$ cat config.mk
export PLATFORM = sky130hd
export DESIGN_NAME = char_lcd_expander_sequencer
export DESIGN_NICKNAME = d
export VERILOG_FILES = /design/src/design/clex_pkg.sv /design/src/design/clex_ctrl.sv /design/src/design/clex_datapath.sv /design/src/design/char_lcd_expander_sequencer.sv
export SDC_FILE = /design/constraint.sdc
export NUM_CORES = 1
export LEC_CHECK = 0
export BUFFER_PORTS_ARGS = -buffer_cell sky130_fd_sc_hd__buf_2
export CAP_MARGIN = 20
export CORE_MARGIN = 2
export CORE_UTILIZATION = 36
export CTS_CLUSTER_DIAMETER = 40
export DETAILED_ROUTE_END_ITERATION = 10
export GPL_ROUTABILITY_DRIVEN = 0
export GPL_TIMING_DRIVEN = 0
export SYNTH_ARGS = -nofsm -noshare
export SYNTH_HDL_FRONTEND = slang
export SYNTH_HIERARCHICAL = 1
export SYNTH_SLANG_ARGS = --single-unit
$ cat constraint.sdc
create_clock -name clk_i -period 4.25 [get_ports clk_i]
set_input_delay 0.425 -clock clk_i [delete_from_list [all_inputs] [get_ports clk_i]]
set_output_delay 0.425 -clock clk_i [all_outputs]
set_load 0.01 [all_outputs]
$ cat src/design/clex_pkg.sv
package clex_pkg;

  localparam int unsigned LineLengthDef = 16;
  localparam int unsigned MaxStringDef  = 32;

  localparam int unsigned WaitW   = 28;
  localparam int unsigned NibIdxW = 4;

  // expander bits
  localparam logic [7:0] BitRs   = 8'h01;
  localparam logic [7:0] BitEn   = 8'h04;
  localparam logic [7:0] BitBl   = 8'h08;
  localparam logic [7:0] NibMask = 8'hF0;

  // lcd command bytes and characters
  localparam logic [7:0] CmdClear    = 8'h01;
  localparam logic [7:0] CmdSetAddr  = 8'h80;
  localparam logic [7:0] AddrLine1   = 8'h40;
  localparam logic [7:0] CharNul     = 8'h00;
  localparam logic [7:0] CharNewline = 8'h0A;

  // settle times per write of a nibble
  localparam logic [WaitW-1:0] WaitSetup  = 28'd50;
  localparam logic [WaitW-1:0] WaitEnPre  = 28'd150;
  localparam logic [WaitW-1:0] WaitEnHigh = 28'd80;
  localparam logic [WaitW-1:0] WaitHold   = 28'd270;
  localparam logic [WaitW-1:0] ExtraClear = 28'd500000;

  // power-up sequence as nibbles
  localparam logic [NibIdxW-1:0] InitNibbles = 4'd14;

  typedef enum logic [2:0] {
    ACT_INSTR     = 3'd0,
    ACT_DATA      = 3'd1,
    ACT_STRING    = 3'd2,
    ACT_POSITION  = 3'd3,
    ACT_BACKLIGHT = 3'd4,
    ACT_INIT      = 3'd5
  } action_e;

  typedef enum logic [1:0] {
    KIND_NONE,
    KIND_NIBBLES,
    KIND_SINGLE
  } req_kind_e;

  typedef enum logic [1:0] {
    ST_IDLE,
    ST_RUN,
    ST_SINGLE
  } clex_state_e;

  typedef struct packed {
    logic               load;
    logic               emit_nib;
    logic               emit_one;
    logic [NibIdxW-1:0] idx;
    logic [1:0]         phase;
  } clex_cmd_t;

  typedef struct packed {
    req_kind_e          kind;
    logic [NibIdxW-1:0] nib_total;
    logic               out_free;
  } clex_stat_t;

  typedef struct packed {
    logic [7:0]       nib;
    logic [WaitW-1:0] extra;
  } nibble_t;

  function automatic nibble_t init_nibble(input logic [NibIdxW-1:0] idx);
    nibble_t r;
    r.nib   = 8'h00;
    r.extra = '0;
    case (idx)
      4'd0:  begin r.nib = 8'h30 | BitBl; r.extra = 28'd5000000;   end
      4'd1:  begin r.nib = 8'h30 | BitBl; r.extra = 28'd100000;    end
      4'd2:  begin r.nib = 8'h30 | BitBl; r.extra = 28'd100000;    end
      4'd3:  begin r.nib = 8'h20 | BitBl;                          end
      4'd4:  begin r.nib = 8'h28;                                  end
      4'd5:  begin r.nib = 8'h88;         r.extra = 28'd53000;     end
      4'd6:  begin r.nib = 8'h08;                                  end
      4'd7:  begin r.nib = 8'h88;         r.extra = 28'd53000;     end
      4'd8:  begin r.nib = 8'h08;                                  end
      4'd9:  begin r.nib = 8'h18;         r.extra = 28'd3500000;   end
      4'd10: begin r.nib = 8'h08;                                  end
      4'd11: begin r.nib = 8'h68;         r.extra = 28'd200000000; end
      4'd12: begin r.nib = 8'h08;                                  end
      4'd13: begin r.nib = 8'hC8;                                  end
      default: begin r.nib = 8'h00;                                end
    endcase
    return r;
  endfunction

endpackage

$ cat src/design/clex_ctrl.sv
module clex_ctrl (
  input  logic                  clk_i,
  input  logic                  rst_ni,
  input  logic                  in_valid_i,
  output logic                  in_stall_o,
  input  clex_pkg::clex_stat_t  stat_i,
  output clex_pkg::clex_cmd_t   cmd_o
);
  import clex_pkg::*;

  clex_state_e        state_q, state_d;
  logic [NibIdxW-1:0] idx_q, idx_d;
  logic [1:0]         phase_q, phase_d;

  always_ff @(posedge clk_i or negedge rst_ni) begin
    if (!rst_ni) begin
      state_q <= ST_IDLE;
      idx_q   <= '0;
      phase_q <= '0;
    end else begin
      state_q <= state_d;
      idx_q   <= idx_d;
      phase_q <= phase_d;
    end
  end

  always_comb begin
    state_d      = state_q;
    idx_d        = idx_q;
    phase_d      = phase_q;
    cmd_o        = '0;
    cmd_o.idx    = idx_q;
    cmd_o.phase  = phase_q;
    case (state_q)
      ST_IDLE: begin
        if (in_valid_i) begin
          cmd_o.load = 1'b1;
          idx_d      = '0;
          phase_d    = '0;
          case (stat_i.kind)
            KIND_NIBBLES: state_d = ST_RUN;
            KIND_SINGLE:  state_d = ST_SINGLE;
            default:      state_d = ST_IDLE;
          endcase
        end
      end
      ST_RUN: begin
        if (stat_i.out_free) begin
          cmd_o.emit_nib = 1'b1;
          phase_d        = phase_q + 2'd1;
          if (phase_q == 2'd3) begin
            idx_d = idx_q + NibIdxW'(1);
            if (idx_q == stat_i.nib_total - NibIdxW'(1)) begin
              state_d = ST_IDLE;
            end
          end
        end
      end
      ST_SINGLE: begin
        if (stat_i.out_free) begin
          cmd_o.emit_one = 1'b1;
          state_d        = ST_IDLE;
        end
      end
      default: state_d = ST_IDLE;
    endcase
  end

  assign in_stall_o = (state_q != ST_IDLE);

  // a write is only loaded when the output register can take it
  assert property (@(posedge clk_i) disable iff (!rst_ni)
    (cmd_o.emit_nib || cmd_o.emit_one) |-> stat_i.out_free)
    else $error("write issued into a full output register");

  // nibble index stays inside the request
  assert property (@(posedge clk_i) disable iff (!rst_ni)
    (state_q == ST_RUN) |-> (idx_q < stat_i.nib_total))
    else $error("nibble index beyond request length");

  // a request that makes no word leaves the block idle
  assert property (@(posedge clk_i) disable iff (!rst_ni)
    cmd_o.load |=> ((state_q == ST_IDLE) == ($past(stat_i.kind) == KIND_NONE)))
    else $error("controller state does not match request kind");

  assert property (@(posedge clk_i) disable iff (!rst_ni)
    $onehot0({cmd_o.load, cmd_o.emit_nib, cmd_o.emit_one}))
    else $error("conflicting datapath commands");

endmodule

$ cat src/design/clex_datapath.sv
module clex_datapath #(
  parameter int unsigned LINE_LENGTH = clex_pkg::LineLengthDef,
  parameter int unsigned MAX_STRING  = clex_pkg::MaxStringDef
) (
  input  logic                        clk_i,
  input  logic                        rst_ni,
  input  logic [2:0]                  action_i,
  input  logic [7:0]                  value_i,
  input  logic [4:0]                  column_i,
  input  logic [1:0]                  line_i,
  input  logic                        first_char_i,
  input  logic                        last_char_i,
  input  logic                        out_stall_i,
  input  clex_pkg::clex_cmd_t         cmd_i,
  output clex_pkg::clex_stat_t        stat_o,
  output logic                        out_valid_o,
  output logic [7:0]                  bus_byte_o,
  output logic                        write_valid_o,
  output logic [clex_pkg::WaitW-1:0]  wait_ns_o,
  output logic                        range_error_o,
  output logic                        last_o
);
  import clex_pkg::*;

  localparam int unsigned ColW   = $clog2(LINE_LENGTH + 1);
  localparam int unsigned TakenW = $clog2(MAX_STRING + 1);

  // string cursor state
  logic [ColW-1:0]   col_q, col_d, col_eff;
  logic [TakenW-1:0] taken_q, taken_d, taken_eff;
  logic              ended_q, ended_d, ended_eff;

  // request held for the controller
  logic [2:0][7:0]    byte_q, ld_byte;
  logic [2:0]         rs_q, ld_rs;
  logic               clr_q, ld_clr;
  logic               table_q, ld_table;
  logic [NibIdxW-1:0] total_q, ld_total;
  logic [7:0]         one_byte_q, ld_one_byte;
  logic               one_err_q, ld_one_err;

  logic [1:0] nbytes;
  logic       str_final, str_clear, str_wrap, str_char;
  req_kind_e  kind;

  // output register
  logic             out_valid_q;
  logic [7:0]       bus_q;
  logic             wv_q, err_q, last_q;
  logic [WaitW-1:0] wait_q;

  nibble_t          nib;
  logic [7:0]       cur_byte;
  logic [7:0]       w_byte;
  logic [WaitW-1:0] w_wait;
  logic             w_last;

  always_comb begin
    ld_byte     = '0;
    ld_rs       = '0;
    ld_clr      = 1'b0;
    ld_table    = 1'b0;
    ld_one_byte = '0;
    ld_one_err  = 1'b0;
    nbytes      = '0;
    kind        = KIND_NONE;
    str_final   = 1'b0;
    str_clear   = 1'b0;
    str_wrap    = 1'b0;
    str_char    = 1'b0;
    col_eff     = first_char_i ? '0 : col_q;
    taken_eff   = first_char_i ? '0 : taken_q;
    ended_eff   = first_char_i ? 1'b0 : ended_q;
    col_d       = col_q;
    taken_d     = taken_q;
    ended_d     = ended_q;

    case (action_e'(action_i))
      ACT_INSTR: begin
        ld_byte[0] = value_i;
        nbytes     = 2'd1;
      end
      ACT_DATA: begin
        ld_byte[0] = value_i;
        ld_rs[0]   = 1'b1;
        nbytes     = 2'd1;
      end
      ACT_POSITION: begin
        if (line_i > 2'd1 || 32'(column_i) >= LINE_LENGTH) begin
          ld_one_err = 1'b1;
          kind       = KIND_SINGLE;
        end else begin
          ld_byte[0] = CmdSetAddr | (line_i[0] ? (AddrLine1 + 8'(column_i)) : 8'(column_i));
          nbytes     = 2'd1;
        end
      end
      ACT_BACKLIGHT: begin
        ld_one_byte = value_i[0] ? BitBl : 8'h00;
        kind        = KIND_SINGLE;
      end
      ACT_INIT: begin
        ld_table = 1'b1;
        kind     = KIND_NIBBLES;
      end
      ACT_STRING: begin
        col_d   = col_eff;
        taken_d = taken_eff;
        ended_d = ended_eff;
        if (!ended_eff && taken_eff < TakenW'(MAX_STRING)) begin
          if (value_i == CharNul) begin
            ended_d = 1'b1;
          end else begin
            str_final = last_char_i || (taken_eff == TakenW'(MAX_STRING - 1));
            str_clear = first_char_i;
            if (str_final && value_i == CharNewline) begin
              // trailing newline is dropped
              ended_d = 1'b1;
            end else begin
              str_wrap = (col_eff >= ColW'(LINE_LENGTH));
              str_char = 1'b1;
              col_d    = (str_wrap ? '0 : col_eff) + ColW'(1);
              taken_d  = taken_eff + TakenW'(1);
              ended_d  = str_final;
            end
          end
        end
        // pack clear, wrap and character bytes in order
        if (str_clear) begin
          ld_byte[0] = CmdClear;
          ld_clr     = 1'b1;
          nbytes     = 2'd1;
        end
        if (str_wrap) begin
          ld_byte[nbytes] = CmdSetAddr | AddrLine1;
          nbytes          = nbytes + 2'd1;
        end
        if (str_char) begin
          ld_byte[nbytes] = value_i;
          ld_rs[nbytes]   = 1'b1;
          nbytes          = nbytes + 2'd1;
        end
      end
      default: ;
    endcase

    if (nbytes != 2'd0) begin
      kind = KIND_NIBBLES;
    end
    ld_total = ld_table ? InitNibbles : NibIdxW'({nbytes, 1'b0});
  end

  always_ff @(posedge clk_i or negedge rst_ni) begin
    if (!rst_ni) begin
      col_q   <= '0;
      taken_q <= '0;
      ended_q <= 1'b0;
    end else if (cmd_i.load) begin
      col_q   <= col_d;
      taken_q <= taken_d;
      ended_q <= ended_d;
    end
  end

  always_ff @(posedge clk_i) begin
    if (cmd_i.load) begin
      byte_q     <= ld_byte;
      rs_q       <= ld_rs;
      clr_q      <= ld_clr;
      table_q    <= ld_table;
      total_q    <= ld_total;
      one_byte_q <= ld_one_byte;
      one_err_q  <= ld_one_err;
    end
  end

  // nibble for the current index, then the write for the current phase
  always_comb begin
    cur_byte = byte_q[cmd_i.idx[2:1]];
    if (table_q) begin
      nib = init_nibble(cmd_i.idx);
    end else begin
      nib.nib   = (cmd_i.idx[0] ? {cur_byte[3:0], 4'h0} : (cur_byte & NibMask))
                  | BitBl | (rs_q[cmd_i.idx[2:1]] ? BitRs : 8'h00);
      nib.extra = (cmd_i.idx[0] && clr_q && cmd_i.idx[2:1] == 2'd0) ? ExtraClear : '0;
    end
    case (cmd_i.phase)
      2'd0: begin w_byte = nib.nib;          w_wait = WaitSetup;            end
      2'd1: begin w_byte = BitEn;            w_wait = WaitEnPre;            end
      2'd2: begin w_byte = nib.nib | BitEn;  w_wait = WaitEnHigh;           end
      default: begin w_byte = nib.nib & ~BitEn; w_wait = WaitHold + nib.extra; end
    endcase
    w_last = (cmd_i.idx == total_q - NibIdxW'(1)) && (cmd_i.phase == 2'd3);
  end

  always_ff @(posedge clk_i or negedge rst_ni) begin
    if (!rst_ni) begin
      out_valid_q <= 1'b0;
    end else if (cmd_i.emit_nib || cmd_i.emit_one) begin
      out_valid_q <= 1'b1;
    end else if (!out_stall_i) begin
      out_valid_q <= 1'b0;
    end
  end

  always_ff @(posedge clk_i) begin
    if (cmd_i.emit_nib) begin
      bus_q  <= w_byte;
      wv_q   <= 1'b1;
      wait_q <= w_wait;
      err_q  <= 1'b0;
      last_q <= w_last;
    end else if (cmd_i.emit_one) begin
      bus_q  <= one_byte_q;
      wv_q   <= !one_err_q;
      wait_q <= '0;
      err_q  <= one_err_q;
      last_q <= 1'b1;
    end
  end

  assign stat_o.kind      = kind;
  assign stat_o.nib_total = total_q;
  assign stat_o.out_free  = !out_valid_q || !out_stall_i;

  assign out_valid_o   = out_valid_q;
  assign bus_byte_o    = bus_q;
  assign write_valid_o = wv_q;
  assign wait_ns_o     = wait_q;
  assign range_error_o = err_q;
  assign last_o        = last_q;

endmodule

$ cat src/design/char_lcd_expander_sequencer.sv
// Character LCD sequencer: each request word becomes a burst of byte writes for an
// I2C port expander driving an HD44780-style display in 4-bit mode (bit 0 register
// select, bit 2 enable, bit 3 backlight). Every nibble goes out as four writes, each
// with its settle time in wait_ns_o, and the final word of a request carries last_o.
// Once a request is taken, the controller loads one write per cycle into the output
// register while that register is empty or out_stall_i is low: instruction, data and
// position make eight writes, backlight and range errors one, string characters up
// to sixteen and the power-up sequence 56. A request that writes nothing (empty or
// ended string, unused action code) leaves the controller idle. The next request is
// accepted as soon as its predecessor's last word sits in the output register.
module char_lcd_expander_sequencer #(
  parameter int unsigned LINE_LENGTH = clex_pkg::LineLengthDef,
  parameter int unsigned MAX_STRING  = clex_pkg::MaxStringDef
) (
  input  logic                        clk_i,
  input  logic                        rst_ni,
  // request channel
  input  logic                        in_valid_i,
  output logic                        in_stall_o,
  input  logic [2:0]                  action_i,
  input  logic [7:0]                  value_i,
  input  logic [4:0]                  column_i,
  input  logic [1:0]                  line_i,
  input  logic                        first_char_i,
  input  logic                        last_char_i,
  // expander write channel
  output logic                        out_valid_o,
  input  logic                        out_stall_i,
  output logic [7:0]                  bus_byte_o,
  output logic                        write_valid_o,
  output logic [clex_pkg::WaitW-1:0]  wait_ns_o,
  output logic                        range_error_o,
  output logic                        last_o
);
  import clex_pkg::*;

  clex_cmd_t  cmd;
  clex_stat_t stat;

  // controller: walks nibble index and write phase of the held request
  clex_ctrl u_ctrl (
    .clk_i      (clk_i),
    .rst_ni     (rst_ni),
    .in_valid_i (in_valid_i),
    .in_stall_o (in_stall_o),
    .stat_i     (stat),
    .cmd_o      (cmd)
  );

  // datapath: request decode, string cursor, write generation, output register
  clex_datapath #(
    .LINE_LENGTH (LINE_LENGTH),
    .MAX_STRING  (MAX_STRING)
  ) u_datapath (
    .clk_i         (clk_i),
    .rst_ni        (rst_ni),
    .action_i      (action_i),
    .value_i       (value_i),
    .column_i      (column_i),
    .line_i        (line_i),
    .first_char_i  (first_char_i),
    .last_char_i   (last_char_i),
    .out_stall_i   (out_stall_i),
    .cmd_i         (cmd),
    .stat_o        (stat),
    .out_valid_o   (out_valid_o),
    .bus_byte_o    (bus_byte_o),
    .write_valid_o (write_valid_o),
    .wait_ns_o     (wait_ns_o),
    .range_error_o (range_error_o),
    .last_o        (last_o)
  );

endmodule
==> key figures <==
Status
  • Status: complete, no violations

Final layout
  • Area growth, synth to finish: 17.6%
  • Fraction of layout cells with a size suffix above 1: 20.8%
  • NumNets Final: 575
  • # diodes: 0

Global routing
  • GR Overflow Total: 0
  • First-pass GRT wire length: 17.6 mm
  • Antenna violations before repair: 0
  • Vias in the first global route: 3521
  • GRT Total Usage: 15.6%
  • Largest net degree at the start of global routing: 32

Logic synthesis
  • Post-synthesis cell area: 0.00483 sq mm
  • Area fraction of the dominant cell type after synthesis: 39.2%
  • Sequential share of the synthesized area: 50.9%
  • Most frequent cells after synthesis: edfxtp_1 (63), nor2_1 (39), inv_1 (32), nand2_1 (28), o21ai_0 (26)
  • Fraction of synthesis flops using an asynchronous set or reset pin: 24.4%
  • Mapped Cells: 457
  • Area contributors post-synth: edfxtp_1 (39%), dfrtp_1 (11%), ha_1 (4.4%)
  • EDFF count, synth: 63
  • Top-count cell post-synth: edfxtp_1
  • Synth Warn #: 6
  • Count of cell types in the netlist: 69
  • Synthesized flop and latch total: 86
  • Area leader, netlist: edfxtp_1
  • Avg Cell Area, Syn: 10.6 sq um
  • Main flop type after synthesis: edfxtp_1

Placed design
  • Port bufs: 61
  • Detailed placement HPWL: 7.80 mm

Die
  • Core Area: 0.0132 sq mm
  • Initial Util: 36.6%
  • I/O Pins: 65
  • Die height: 120 um
  • Row cnt: 42
  • Width of the die: 120 um
  • Die area: 0.0144 sq mm

Pwr
  • Peak VDD IR: 0.000159 V
  • Power per cell area: 566 mW/mm^2
  • Static Leak: 2.34 nW
  • Pwr Total: 0.00322 W

Critical path
  • CP startpoint kind: input pin
  • Worst Reg2Reg Path Length in Cells: 13
  • Crit-path slowest cell: a211o_4
  • R2r setup slk: 800 ps
  • Critical path class: in -> reg
  • Max FO, Critical Path: 10
  • Reg2reg end: u_ctrl/state_q[1]$_DFFE_PN0P_
  • Crit path max-delay family: compound AO/OA/AOI/OAI gates
  • CP arrival: 3920 ps
  • Buf/Inv on CP: 4
  • Worst EP required: 4470 ps
  • Worst r2r src: u_datapath/taken_q[0]$_DFFE_PN0P_
  • Max incr delay on CP: 400 ps
  • CP Cell Sequence: buf_2, clkbuf_2, clkbuf_2, nor2b_1, ha_1, and4b_1, a211o_4, a21oi_2, nand3b_1, inv_1, ha_1, xnor2_1, o311ai_1, nor4b_1, a21oi_1, nor2_1
  • Worst Setup End Kind: register

Timing
  • Slew headroom: 29.4%
  • Finish-stage setup viols: 0
  • Period Utilization, post-route: 87.0%
  • Max Freq: 271 MHz
  • Final hold viol count: 0
  • Hold_ws: 41.1 ps
  • Final min period: 3700 ps
  • Worst slew pin tran: 1050 ps
  • Clock Skew: 8.13 ps
  • RSZ-0062 raised after global routing: no
  • Fin. max-slew vios: 0

Detailed routing
  • Routed len/inst: 14.9 um
  • DRT antenna net count: 0
  • DRC Markers: 0
  • DR pass1 iterations: 5
  • Final wirelength: 10.6 mm
  • 1st-iter DRT viols: 296
  • Vias/cell: 5.07
  • Via count: 3624

CTS
  • Htree depth: 3
  • CTS buffer count: 9
  • TritonCTS clock tree: yes
  • Hold Buf Count CTS: 0
  • Worst skew pair latency: 350 ps
  • Root Buffer: clkbuf_16
  • Clock Sinks: 86
  • Post-CTS setup buffers: 0
  • Clock Tree Buf Depth: 2
  • Clk slew on worst S/H paths: 70 ps

Job
  • Max-capacitance violation count: 0

Hold path
  • Worst hold-check path type: in -> async
[cells in the final DEF (no fill, tap or decap), types with 9 or more instances in the layout]
master     count
dfrtp_1       21
nor2b_1        9
inv_1         32
o21ai_0       26
clkbuf_1      11
a21oi_1       24
nor2_1        39
buf_4          9
edfxtp_1      63
nor3_1        11
xnor2_1       11
and2_1        14
nand2_1       28
ha_1          17
nand3_1       14
mux2i_1        9
buf_2         62
clkbuf_16      9
[logic make-up (layout without fill, tap and decap cells)]
family | count (synthesis) | after routing | synth area share (%)
DFF | 86 | 86 | 50.9
buffers and inverters | 59 | 138 | 5.46
muxes | 16 | 16 | 3.96
other | 1 | 4 | 0.0776
AOI/OAI and AO/OA | 110 | 110 | 15.9
adders and majority gates | 17 | 17 | 4.40
and+or+nand+nor | 152 | 152 | 16.4
xor gates and xnor gates | 16 | 16 | 2.90
[power breakdown]
group	leakage (nW)	switching (W)	total, W	internal (W)
Clock	0.121	0.000333	0.000728	0.000395
Sequential	0.890	0.000118	0.00132	0.00120
Combinational	1.32	0.000684	0.00117	0.000487
Total	2.34	0.00113	0.00322	0.00208
[routing by layer]
layer / vias up / global-route usage [%] / routed length [um]
met1: 1719 / 20.7 / 5000
met3: 8 / 4.71 / 609
met4: 0 / 4.26 / 74
met2: 102 / 24.9 / 4960
li1: 1795 / - / -
met5: - / 0 / 0
[flip-flops by register name, summed over array words and instances, names as in the netlist, 2 cells and up]
signal	flops
u_datapath/col_q	5
u_datapath/total_q	2
u_ctrl/state_q	2
u_ctrl/idx_q	4
u_datapath/byte_q	24
u_datapath/taken_q	6
u_datapath/bus_byte_o	7
u_datapath/rs_q	3
u_ctrl/phase_q	2
u_datapath/wait_ns_o	22
[how the worst max path moves through the flow]
| stage | start | slack (ps) | to | depth (start not counted) |
|---|---|---|---|---|
| 6_report | first_char_i | 550 | u_ctrl/state_q[1]$_DFFE_PN0P_ | 16 |
| 5_1_grt | first_char_i | 180 | u_ctrl/state_q[1]$_DFFE_PN0P_ | 16 |
| 4_1_cts | first_char_i | 100 | u_ctrl/state_q[1]$_DFFE_PN0P_ | 16 |
| 3_5_place_dp | first_char_i | -270 | u_ctrl/state_q[1]$_DFFE_PN0P_ | 16 |
| 3_3_place_gp | first_char_i | -240 | u_ctrl/state_q[1]$_DFFE_PN0P_ | 16 |
| 2_1_floorplan | first_char_i | 780 | u_ctrl/state_q[1]$_DFFE_PN0P_ | 15 |
[final cells by class]
| class | count | area (sq um) |
|---|---|---|
| inverters | 32 | 120 |
| plain buffers | 27 | 146 |
| fillers | 1287 | 7510 |
| repair buffers | 63 | 335 |
| clock buffers | 9 | 225 |
| clock inverters | 7 | 51.3 |
| flip-flops and latches | 86 | 2460 |
| well taps | 176 | 220 |
| multi-input cells | 315 | 2130 |
[timing repair]
action / CTS / global route
endpoints found under the setup margin: 0 / 2
hold endpoints to repair: 0 / 0
resized for setup: 0 / 5
[per-stage QoR]
| step | setup TNS (ps) | utilization (%) | instance area (sq um) | cells | setup WS, ps |
|---|---|---|---|---|---|
| after detailed placement | -445 | 41.0 | 5400 | 699 | -269 |
| after global routing | 0 | 43.1 | 5680 | 715 | 184 |
| final | 0 | 43.1 | 5680 | 715 | 554 |
| after global placement | -379 | 40.7 | 5370 | 697 | -236 |
| after floorplan | 0 | - | 4840 | 460 | 778 |
| after CTS | 0 | 43.1 | 5680 | 715 | 105 |
No activity file was read; power rests on OpenSTA's default activity.
